[src/rtl/core/epw_pkg.sv]
package epw_pkg;

	localparam int TRIG_W           = 16;
	localparam int RESULT_W         = 32;
	localparam int BUFFER_DEPTH_DEF = 128;
	localparam int WIDTH_BITS_DEF   = 32;

	localparam logic [TRIG_W-1:0] TRIG_TICKS_RST = 16'd2000;

endpackage

[src/rtl/core/epw_ifs.sv]
interface epw_in_if;
	logic valid;
	logic ready;
	logic echo_level;
	logic trigger_request;
	logic read_request;

	modport source (output valid, output echo_level, output trigger_request,
		output read_request, input ready);
	modport sink (input valid, input echo_level, input trigger_request,
		input read_request, output ready);
endinterface

interface epw_out_if;
	import epw_pkg::*;

	logic                valid;
	logic                ready;
	logic                trigger_out;
	logic                data_valid;
	logic [RESULT_W-1:0] pulse_width;
	logic                buffer_empty;
	logic                buffer_full;
	logic                width_dropped;
	logic                missing_rising;

	modport source (output valid, output trigger_out, output data_valid,
		output pulse_width, output buffer_empty, output buffer_full,
		output width_dropped, output missing_rising, input ready);
	modport sink (input valid, input trigger_out, input data_valid,
		input pulse_width, input buffer_empty, input buffer_full,
		input width_dropped, input missing_rising, output ready);
endinterface

[src/rtl/core/echo_pulse_width_fifo_unit.sv]
// Channel   Dir  Payload                                          Transfer
// in_ch     in   echo_level, trigger_request, read_request        valid & ready
// out_ch    out  trigger_out, data_valid, pulse_width[31:0],      valid & ready
//                buffer_empty, buffer_full, width_dropped,
//                missing_rising
// cfg       in   cfg_wdata[15:0] = trigger_ticks                  cfg_we
//
// One item per clock sustained while out_ch accepts; each item yields one
// result via stage 1 and the result queue (width-store read in the accept
// cycle, result queue after). Rate is set by the combinational ring update
// and one store read per item. in_ch.ready depends only on internal
// occupancy; a 3-entry result queue absorbs output stalls. arst_n clears
// control state; the width store has no reset, and its data is used only for written entries.
module echo_pulse_width_fifo_unit #(
	parameter int BUFFER_DEPTH = epw_pkg::BUFFER_DEPTH_DEF,
	parameter int WIDTH_BITS   = epw_pkg::WIDTH_BITS_DEF
) (
	input  logic                        clk,
	input  logic                        arst_n,
	input  logic                        cfg_we,
	input  logic [epw_pkg::TRIG_W-1:0]  cfg_wdata,
	epw_in_if.sink                      in_ch,
	epw_out_if.source                   out_ch
);
	import epw_pkg::*;

	localparam int IDX_W   = $clog2(BUFFER_DEPTH);
	localparam int STORE_W = (WIDTH_BITS > RESULT_W) ? RESULT_W : WIDTH_BITS;
	localparam int QDEPTH  = 3;
	localparam int QPTR_W  = 2;

	typedef struct packed {
		logic                trigger_out;
		logic                data_valid;
		logic [RESULT_W-1:0] pulse_width;
		logic                buffer_empty;
		logic                buffer_full;
		logic                width_dropped;
		logic                missing_rising;
	} res_t;

	function automatic logic [IDX_W-1:0] idx_next(input logic [IDX_W-1:0] idx);
		return (idx == IDX_W'(BUFFER_DEPTH - 1)) ? '0 : idx + 1'b1;
	endfunction

	function automatic logic [QPTR_W-1:0] qptr_next(input logic [QPTR_W-1:0] p);
		return (p == QPTR_W'(QDEPTH - 1)) ? '0 : p + 1'b1;
	endfunction

	// control state
	logic [TRIG_W-1:0]     trig_ticks_q;
	logic [TRIG_W-1:0]     trig_rem_q;
	logic                  prev_echo_q;
	logic                  rising_seen_q;
	logic [WIDTH_BITS-1:0] width_cnt_q;
	logic [IDX_W-1:0]      rd_idx_q;
	logic [IDX_W-1:0]      wr_idx_q;

	// width store
	logic [STORE_W-1:0]    width_mem [BUFFER_DEPTH];
	logic [STORE_W-1:0]    mem_rd_s1;

	// stage 1
	logic                  v_s1;
	res_t                  res_s1;
	logic                  byp_s1;
	logic [STORE_W-1:0]    byp_data_s1;

	// result queue
	res_t                  rq_q [QDEPTH];
	logic [QPTR_W-1:0]     rq_wr_q;
	logic [QPTR_W-1:0]     rq_rd_q;
	logic [QPTR_W-1:0]     rq_cnt_q;

	logic                  in_fire;
	logic                  out_fire;
	logic [TRIG_W-1:0]     trig_sel;
	logic                  trig_on;
	logic                  rise;
	logic                  fall;
	logic [WIDTH_BITS-1:0] width_new;
	logic                  full_now;
	logic                  push;
	logic                  pop;
	logic                  bypass;
	logic [IDX_W-1:0]      wr_new;
	logic [IDX_W-1:0]      rd_new;
	res_t                  res_d;
	res_t                  res_fin;

	assign in_ch.ready = ({1'b0, rq_cnt_q} + {2'b00, v_s1}) <= 3'd2;
	assign in_fire     = in_ch.valid && in_ch.ready;
	assign out_fire    = out_ch.valid && out_ch.ready;

	always_comb begin
		trig_sel  = in_ch.trigger_request ? trig_ticks_q : trig_rem_q;
		trig_on   = trig_sel != '0;
		rise      = in_ch.echo_level && !prev_echo_q;
		fall      = !in_ch.echo_level && prev_echo_q;
		if (rise) begin
			width_new = '0;
		end else if (width_cnt_q == '1) begin
			width_new = width_cnt_q;
		end else begin
			width_new = width_cnt_q + 1'b1;
		end
		full_now  = idx_next(wr_idx_q) == rd_idx_q;
		push      = fall && rising_seen_q && !full_now;
		wr_new    = push ? idx_next(wr_idx_q) : wr_idx_q;
		pop       = in_ch.read_request && (rd_idx_q != wr_new);
		// reading the slot written this cycle: ring was empty before the push
		bypass    = pop && push && (rd_idx_q == wr_idx_q);
		rd_new    = pop ? idx_next(rd_idx_q) : rd_idx_q;

		res_d.trigger_out    = trig_on;
		res_d.data_valid     = pop;
		res_d.pulse_width    = '0;
		res_d.buffer_empty   = rd_new == wr_new;
		res_d.buffer_full    = idx_next(wr_new) == rd_new;
		res_d.width_dropped  = fall && rising_seen_q && full_now;
		res_d.missing_rising = fall && !rising_seen_q;
	end

	always_ff @(posedge clk or negedge arst_n) begin
		if (!arst_n) begin
			trig_ticks_q  <= TRIG_TICKS_RST;
			trig_rem_q    <= '0;
			prev_echo_q   <= 1'b0;
			rising_seen_q <= 1'b0;
			width_cnt_q   <= '0;
			rd_idx_q      <= '0;
			wr_idx_q      <= '0;
		end else begin
			if (cfg_we) begin
				trig_ticks_q <= cfg_wdata;
			end
			if (in_fire) begin
				trig_rem_q    <= trig_on ? trig_sel - 1'b1 : trig_sel;
				prev_echo_q   <= in_ch.echo_level;
				rising_seen_q <= rising_seen_q || rise;
				width_cnt_q   <= width_new;
				rd_idx_q      <= rd_new;
				wr_idx_q      <= wr_new;
			end
		end
	end

	always_ff @(posedge clk) begin
		if (in_fire && push) begin
			width_mem[wr_idx_q] <= width_new[STORE_W-1:0];
		end
	end

	always_ff @(posedge clk) begin
		if (in_fire) begin
			mem_rd_s1 <= width_mem[rd_idx_q];
		end
	end

	always_ff @(posedge clk or negedge arst_n) begin
		if (!arst_n) begin
			v_s1 <= 1'b0;
		end else begin
			v_s1 <= in_fire;
		end
	end

	always_ff @(posedge clk) begin
		if (in_fire) begin
			res_s1      <= res_d;
			byp_s1      <= bypass;
			byp_data_s1 <= width_new[STORE_W-1:0];
		end
	end

	always_comb begin
		res_fin = res_s1;
		if (!res_s1.data_valid) begin
			res_fin.pulse_width = '0;
		end else if (byp_s1) begin
			res_fin.pulse_width = RESULT_W'(byp_data_s1);
		end else begin
			res_fin.pulse_width = RESULT_W'(mem_rd_s1);
		end
	end

	// result queue: stage 1 always drains into it, the ready rule keeps room
	always_ff @(posedge clk or negedge arst_n) begin
		if (!arst_n) begin
			rq_wr_q  <= '0;
			rq_rd_q  <= '0;
			rq_cnt_q <= '0;
		end else begin
			if (v_s1) begin
				rq_wr_q <= qptr_next(rq_wr_q);
			end
			if (out_fire) begin
				rq_rd_q <= qptr_next(rq_rd_q);
			end
			rq_cnt_q <= rq_cnt_q + QPTR_W'(v_s1) - QPTR_W'(out_fire);
		end
	end

	always_ff @(posedge clk) begin
		if (v_s1) begin
			rq_q[rq_wr_q] <= res_fin;
		end
	end

	assign out_ch.valid          = rq_cnt_q != '0;
	assign out_ch.trigger_out    = rq_q[rq_rd_q].trigger_out;
	assign out_ch.data_valid     = rq_q[rq_rd_q].data_valid;
	assign out_ch.pulse_width    = rq_q[rq_rd_q].pulse_width;
	assign out_ch.buffer_empty   = rq_q[rq_rd_q].buffer_empty;
	assign out_ch.buffer_full    = rq_q[rq_rd_q].buffer_full;
	assign out_ch.width_dropped  = rq_q[rq_rd_q].width_dropped;
	assign out_ch.missing_rising = rq_q[rq_rd_q].missing_rising;

	a_rq_room: assert property (@(posedge clk) disable iff (!arst_n)
		v_s1 |-> rq_cnt_q <= QPTR_W'(QDEPTH - 1))
		else $error("result queue overflow");

	a_byp_pop: assert property (@(posedge clk) disable iff (!arst_n)
		v_s1 && byp_s1 |-> res_s1.data_valid && !res_s1.width_dropped)
		else $error("bypass without pop");

	a_idx_range: assert property (@(posedge clk) disable iff (!arst_n)
		(32'(rd_idx_q) < BUFFER_DEPTH) && (32'(wr_idx_q) < BUFFER_DEPTH))
		else $error("ring index out of range");

	a_flags_excl: assert property (@(posedge clk) disable iff (!arst_n)
		v_s1 |-> !(res_s1.width_dropped && res_s1.missing_rising))
		else $error("dropped and missing flagged together");

	a_ring_hold: assert property (@(posedge clk) disable iff (!arst_n)
		!in_fire |=> $stable(rd_idx_q) && $stable(wr_idx_q))
		else $error("ring moved without transfer");

endmodule
[src/flat_wrapper.sv]
// flat-port wrapper written by rule: the top's interface ports become plain ports
module echo_pulse_width_fifo_unit_flat import epw_pkg::*;
#(
	parameter int BUFFER_DEPTH = epw_pkg::BUFFER_DEPTH_DEF,
	parameter int WIDTH_BITS   = epw_pkg::WIDTH_BITS_DEF
)
  (clk, arst_n, cfg_we, cfg_wdata, in_ch_valid, in_ch_echo_level, in_ch_trigger_request, in_ch_read_request, in_ch_ready, out_ch_valid, out_ch_trigger_out, out_ch_data_valid, out_ch_pulse_width, out_ch_buffer_empty, out_ch_buffer_full, out_ch_width_dropped, out_ch_missing_rising, out_ch_ready);
  epw_in_if in_ch_i ();
  epw_out_if out_ch_i ();
  input  logic clk;
  input  logic arst_n;
  input  logic cfg_we;
  input  logic [epw_pkg::TRIG_W-1:0] cfg_wdata;
  input wire logic [$bits(in_ch_i.valid)-1:0] in_ch_valid;
  input wire logic [$bits(in_ch_i.echo_level)-1:0] in_ch_echo_level;
  input wire logic [$bits(in_ch_i.trigger_request)-1:0] in_ch_trigger_request;
  input wire logic [$bits(in_ch_i.read_request)-1:0] in_ch_read_request;
  output wire logic [$bits(in_ch_i.ready)-1:0] in_ch_ready;
  output wire logic [$bits(out_ch_i.valid)-1:0] out_ch_valid;
  output wire logic [$bits(out_ch_i.trigger_out)-1:0] out_ch_trigger_out;
  output wire logic [$bits(out_ch_i.data_valid)-1:0] out_ch_data_valid;
  output wire logic [$bits(out_ch_i.pulse_width)-1:0] out_ch_pulse_width;
  output wire logic [$bits(out_ch_i.buffer_empty)-1:0] out_ch_buffer_empty;
  output wire logic [$bits(out_ch_i.buffer_full)-1:0] out_ch_buffer_full;
  output wire logic [$bits(out_ch_i.width_dropped)-1:0] out_ch_width_dropped;
  output wire logic [$bits(out_ch_i.missing_rising)-1:0] out_ch_missing_rising;
  input wire logic [$bits(out_ch_i.ready)-1:0] out_ch_ready;
  assign in_ch_i.valid = in_ch_valid;
  assign in_ch_i.echo_level = in_ch_echo_level;
  assign in_ch_i.trigger_request = in_ch_trigger_request;
  assign in_ch_i.read_request = in_ch_read_request;
  assign in_ch_ready = in_ch_i.ready;
  assign out_ch_valid = out_ch_i.valid;
  assign out_ch_trigger_out = out_ch_i.trigger_out;
  assign out_ch_data_valid = out_ch_i.data_valid;
  assign out_ch_pulse_width = out_ch_i.pulse_width;
  assign out_ch_buffer_empty = out_ch_i.buffer_empty;
  assign out_ch_buffer_full = out_ch_i.buffer_full;
  assign out_ch_width_dropped = out_ch_i.width_dropped;
  assign out_ch_missing_rising = out_ch_i.missing_rising;
  assign out_ch_i.ready = out_ch_ready;
  echo_pulse_width_fifo_unit #(.BUFFER_DEPTH(BUFFER_DEPTH), .WIDTH_BITS(WIDTH_BITS)) u_core (.clk(clk), .arst_n(arst_n), .cfg_we(cfg_we), .cfg_wdata(cfg_wdata), .in_ch(in_ch_i), .out_ch(out_ch_i));
endmodule
[config.mk]
export PLATFORM = sky130hd
export DESIGN_NAME = echo_pulse_width_fifo_unit_flat
export DESIGN_NICKNAME = d
export VERILOG_FILES = /design/src/rtl/core/epw_pkg.sv /design/src/rtl/core/epw_ifs.sv /design/src/rtl/core/echo_pulse_width_fifo_unit.sv /design/src/flat_wrapper.sv
export SDC_FILE = /design/constraint.sdc
export NUM_CORES = 2
export LEC_CHECK = 0
export ABC_AREA = 1
export BUFFER_PORTS_ARGS = -buffer_cell sky130_fd_sc_hd__buf_2
export CAP_MARGIN = 30
export CORE_MARGIN = 5
export CORE_UTILIZATION = 45
export DETAILED_ROUTE_END_ITERATION = 6
export SLEW_MARGIN = 25
export SYNTH_ARGS = -nofsm -noshare
export SYNTH_HDL_FRONTEND = slang
export SYNTH_MEMORY_MAX_BITS = 65536
export SYNTH_SLANG_ARGS = --single-unit
[constraint.sdc]
create_clock -name clk -period 8.7 [get_ports clk]
set_input_delay 2.61 -clock clk [delete_from_list [all_inputs] [get_ports clk]]
set_output_delay 2.61 -clock clk [all_outputs]
set_load 0.02 [all_outputs]
Word-level counts from Yosys, hierarchy flattened
Memories as Yosys holds them, arrays and structs flattened. A register that Yosys moved wholly into a read port is not among the register bits.
Index checks and enable logic that the tools add are counted.
{"block": "word_totals", "ram_bits": 4210, "mem_count": 2, "elab_cells": 79, "out_inout_bits": 40, "register_bits": 126}
{"name": "u_core.width_mem", "depth": 128, "word_bits": 32, "read_ports": 1, "rd_ports_with_merged_regs": 1, "write_ports": 1, "line_no": "echo_pulse_width_fifo_unit.sv:60", "text": "logic [STORE_W-1:0] width_mem [BUFFER_DEPTH];"}
{"name": "u_core.rq_q", "depth": 3, "word_bits": 38, "read_ports": 1, "rd_ports_with_merged_regs": 0, "write_ports": 1, "line_no": "echo_pulse_width_fifo_unit.sv:70", "text": "res_t rq_q [QDEPTH];"}
{"block": "classes", "muxes": 17, "addsub": 10, "eq_ne": 11, "n_reduce_logical": 19, "n_lt_le_gt_ge": 1}
{"operator": "$mux 32", "n": 4}
{"operator": "$mux 7", "n": 5}
{"operator": "$add 32x1->32 const B", "n": 1}
{"operator": "$eq 32x32->1 const B", "n": 1}
{"operator": "$mux 16", "n": 2}
{"operator": "$eq 7x7->1", "n": 4}
{"operator": "$add 7x1->7 const B", "n": 3}
{"operator": "$eq 7x7->1 const B", "n": 3}
{"operator": "$reduce_bool 16->1", "n": 1}
{"operator": "$sub 16x1->16 const B", "n": 1}
{"operator": "$logic_and 1x1->1", "n": 12}
{"operator": "$ne 7x7->1", "n": 1}
{"operator": "$add 2x1->2 const B", "n": 2}
{"operator": "$eq 2x2->1 const B", "n": 2}
{"operator": "$logic_not 1->1", "n": 4}
{"operator": "$mux 1", "n": 4}
{"operator": "$mux 2", "n": 2}
{"operator": "$add 2x1->3", "n": 1}
{"operator": "$le 3x2->1 const B", "n": 1}
{"operator": "$add 2x1->2", "n": 1}
{"operator": "$reduce_bool 2->1", "n": 1}
{"operator": "$sub 2x1->2", "n": 1}
{"operator": "$logic_or 1x1->1", "n": 1}

Depth between registers and ports, before layout
{"block": "logic_depth", "ltp_word": 10, "mapped_depth": 28, "ltp_nobuf": 27}

Worst setup path before layout
No wires, ideal clock.
{"block": "synth_timing", "path_type": "in2reg", "start": "input in_ch_echo_level", "end": "register u_core.byp_data_s1[7], data pin", "arrival_ns": 8.233, "t_required_ns": 7.469, "setup_ns": 1.231, "path_buffers": 0, "stages": 3, "slack_ns": -0.765, "cell_sequence": "nand2_1 inv_1 nor3b_1"}
{"block": "synth_between", "elab_chain_cells": 2}
{"item": "from (decl)", "line_no": "flat_wrapper.sv:15", "text": "input wire logic [$bits(in_ch_i.echo_level)-1:0] in_ch_echo_level;"}
{"item": "$logic_and 1x1->1", "line_no": "echo_pulse_width_fifo_unit.sv:98", "text": "rise = in_ch.echo_level && !prev_echo_q;"}
{"item": "$mux 32", "line_no": "echo_pulse_width_fifo_unit.sv:100", "text": "if (rise) begin"}
{"item": "named net u_core.width_new[7]", "line_no": "echo_pulse_width_fifo_unit.sv:81", "text": "logic [WIDTH_BITS-1:0] width_new;"}
{"item": "to (signal assigned)", "line_no": "echo_pulse_width_fifo_unit.sv:172", "text": "byp_data_s1 <= width_new[STORE_W-1:0];"}
{"item": "to (decl)", "line_no": "echo_pulse_width_fifo_unit.sv:67", "text": "logic [STORE_W-1:0] byp_data_s1;"}
The timed path passes the listed nets, and every way through them passes these cells.
A chain may end at the register's enable or synchronous reset.

Worst setup path in the final report
{"block": "layout_timing", "start": "register u_core.rq_rd_q[0]", "end": "output out_ch_buffer_full"}
{"block": "layout_between", "elab_chain_cells": 1}
{"item": "from (decl)", "line_no": "echo_pulse_width_fifo_unit.sv:72", "text": "logic [QPTR_W-1:0] rq_rd_q;"}
{"item": "from (signal assigned)", "line_no": "echo_pulse_width_fifo_unit.sv:198", "text": "rq_rd_q <= qptr_next(rq_rd_q);"}
{"item": "$mem_v2 3x38"}
{"item": "to (decl)", "line_no": "flat_wrapper.sv:24", "text": "output wire logic [$bits(out_ch_i.buffer_full)-1:0] out_ch_buffer_full;"}
Every way passes these cells.

==> reports/metrics.cfg <==
[floorplan]
fp.coreArea_um2=382300
dieArea_um2=396000
initial_core_util=0.4514
fp-row-count=227
die_h_um=629.3
boundaryPins=64
die_x_um=629.3

[synthesis]
synth.net_count=13420
synth-seq-cells=4368
yosysWarnings=0
synth.avg_cell_area_um2=12.89
synth_edf_count=4281
synthFlopType=edfxtp_1
seq_area_frac_synth=0.7576
syn-cell-area_um2=172600
syn_inst=13390
ys_types=42
synthArstFlopShare=0.01992

[clock_network]
cts_tree=done
root_buffer=clkbuf_16
clockBufferDepth=4
clock_sinks=4368
postCtsHoldBufs=0
cts_buffers=445
post_cts_buffers=0
clkLatencyLatePin_ns=1.01
cts-htree-levels=5
post_cts_resized=0
clkTransAtPathRegs_ns=0.06

[timing]
min_period_ns=5.676
max_freq_mhz=176.2
setup_tns_ns=0
maxSlewViolCount=0
finalSetupViolations=0
rsz0062_at_grt=no
slew_headroom=0.2323
hold_viol=0
finalClockSkew_ns=0.06740
fin_crit_sh=0.6524
worst_hold_slack_ns=0.4752
worstMarginPinSlew_ns=1.139

[global_routing]
grt_max_degree=183
track_usage=0.2559
grt_pass1_vias=104800
overflow=0
antenna_found_initial=27
grt_pass1_wl_mm=751.1

[setup_path]
end_kind=primary output
cp.arrival_ns=3.07
worstSetupPathType=reg2out
crit_family=simple AND/OR/NAND/NOR gates
cp_slowest_stage_delay_ns=0.77
cp_max_fo=41
required_ns=6.09
crit_buf_inv=2
critPathSlowestCell=or2_2
start_kind=flip-flop
crit_chain=buf_4 > or2_2 > o211ai_1 > buf_2

[outcome]
violations=design-rule violations
status=finished with violations

[drt]
wl_per_cell_um=28.08
first_pass_iters=7
drc=1
viasPerCell=6.036
num_vias=112900
postRouteAntennaNets=0
drt_iter0_drc=14940
wl_mm=525.4

[layout]
fin_cells=18710
drive_gt1_frac=0.09428
final_net_count=13320
area_delta_synth_final_pct=13.08

[placement]
gp_congestion=0.9140
hpwl_mm=295.8
portBuffers=63
placed_cells=17870

[power]
leakagePower_nw=63.49
powerDensity_nw_per_um2=341.8
finalPower_mw=66.70
peakVddDrop_uv=342.7

[run]
drv_cap=0

[min_path]
hold_class=reg2reg

[cells by family (layout without fill, tap and decap cells)]
family | after synthesis | in the layout | share of synthesized area
buf+inv | 1151 | 1426 | 0.02545
simple gates | 3670 | 3670 | 0.08230
xor+xnor | 39 | 39 | 0.001979
fa+ha+maj | 10 | 10 | 0.0007251
other cells | 0 | 13 | 0
compound gates | 4148 | 4148 | 0.1319
flops | 4368 | 4368 | 0.7576
[layout by cell type (no fill, tap or decap), drive strengths merged, types with 26 or more instances in the layout]
| cell | Yosys | layout |
|---|---|---|
| nor2 | 3019 | 3019 |
| edfxtp | 4281 | 4281 |
| nand4 | 27 | 27 |
| dfrtp | 81 | 81 |
| bufinv | 0 | 37 |
| o32ai | 79 | 79 |
| o211ai | 38 | 38 |
| buf | 66 | 423 |
| nand2 | 459 | 459 |
| inv | 177 | 189 |
| clkinv | 4 | 202 |
| o21ai | 2727 | 2727 |
| nor3 | 26 | 26 |
| clkbuf | 904 | 564 |
| nand3 | 122 | 122 |
| o22ai | 1257 | 1257 |
| a21oi | 29 | 29 |
[report_power, final]
group	internal [mW]	switching (mW)	leakage [nW]	total, mW
Combinational	5.61	17.7	15.4	23.4
Sequential	24.2	0.423	41.2	24.6
Clock	10.7	8.00	6.92	18.7
[path summary, 6_finish.rpt]
kind	start	end	slack (ns)	cells after the start
worst max-delay path	u_core.rq_rd_q[0]$_DFFE_PN0P_	out_ch_buffer_full	3.02	4
worst min-delay path	u_core.trig_rem_q[0]$_DFFE_PN0P_	u_core.trig_rem_q[0]$_DFFE_PN0P_	0.48	2
worst max register to register	u_core.rd_idx_q[6]$_DFFE_PN0P_	u_core.width_mem[20][27]$_DFFE_PP_	3.49	17
worst min register to register	u_core.trig_rem_q[0]$_DFFE_PN0P_	u_core.trig_rem_q[0]$_DFFE_PN0P_	0.48	2
max in group asynchronous	arst_n	u_core.trig_ticks_q[14]$_DFFE_PN0P_	6.07	2
min in group asynchronous	arst_n	u_core.wr_idx_q[6]$_DFFE_PN0P_	1.58	1
[per-layer routing]
layer | global-route usage | vias to the layer above | wire length, um
li1 | - | 49650 | -
met4 | 0.1072 | 8 | 25320
met3 | 0.04990 | 898 | 52140
met5 | 0 | - | 477
met2 | 0.3912 | 5732 | 236800
met1 | 0.3606 | 56660 | 210600
[cell usage after synthesis, types with 5 or more instances]
master | number | area, um2
clkbuf_1 | 904 | 3393
nand2_2 | 17 | 106.4
buf_2 | 15 | 75.07
xnor2_1 | 16 | 140.1
or2_2 | 5 | 31.28
ha_1 | 10 | 125.1
o21ai_0 | 2723 | 13630
inv_1 | 167 | 626.9
dfrtp_1 | 81 | 2027
nand3_1 | 118 | 590.6
nor4_1 | 7 | 43.79
a21oi_1 | 29 | 145.1
nor3_1 | 25 | 125.1
edfxtp_1 | 4281 | 128600
buf_4 | 5 | 37.54
o31ai_1 | 9 | 67.56
o22ai_1 | 1257 | 7864
nor2_1 | 3014 | 11310
nand2_1 | 438 | 1644
o211ai_1 | 38 | 285.3
dfstp_2 | 6 | 157.7
nand4_1 | 27 | 168.9
buf_1 | 42 | 157.7
xor2_1 | 23 | 201.4
inv_2 | 10 | 37.54
o32ai_1 | 79 | 691.9
[per-stage QoR]
step | utilization | area, um2 | setup WS, ns
after CTS | 0.5099 | 194900 | 2.944
after floorplan | - | 172600 | -0.3545
final | 0.5105 | 195100 | 3.024
after global routing | 0.5104 | 195100 | 2.839
after detailed placement | 0.4729 | 180800 | 2.261
after global placement | 0.4698 | 179600 | 1.575
[area by class of cell]
class / instances / area (um2)
tap: 5038 / 6304
clock inverter: 258 / 2322
timing repair buffer: 424 / 4390
antenna: 13 / 32.53
multi-input combinational: 7867 / 38740
sequential: 4368 / 130800
fill: 32210 / 187200
inverter: 181 / 764.5
clock buffer: 563 / 11830
[tightest hold or removal path: cells and delay by family (launching register included)]
family / cells / cell delay (ns)
flip-flops: 1 / 0.34
AND/OR/NAND/NOR: 2 / 0.10
[flip-flops by register name, indices dropped and copies added, names as in the netlist, 2 cells and up]
signal and cells:
u_core.rq_cnt_q 2, u_core.width_cnt_q 32, u_core.rq_rd_q 2, u_core.trig_rem_q 16
u_core.rq_wr_q 2, u_core.width_mem 4096, u_core.trig_ticks_q 16, u_core.rd_idx_q 7
u_core.wr_idx_q 7, u_core.mem_rd_s1 32, u_core.rq_q 114, u_core.res_fin 6
u_core.byp_data_s1 32
No activity file was read; power rests on OpenSTA's default activity.
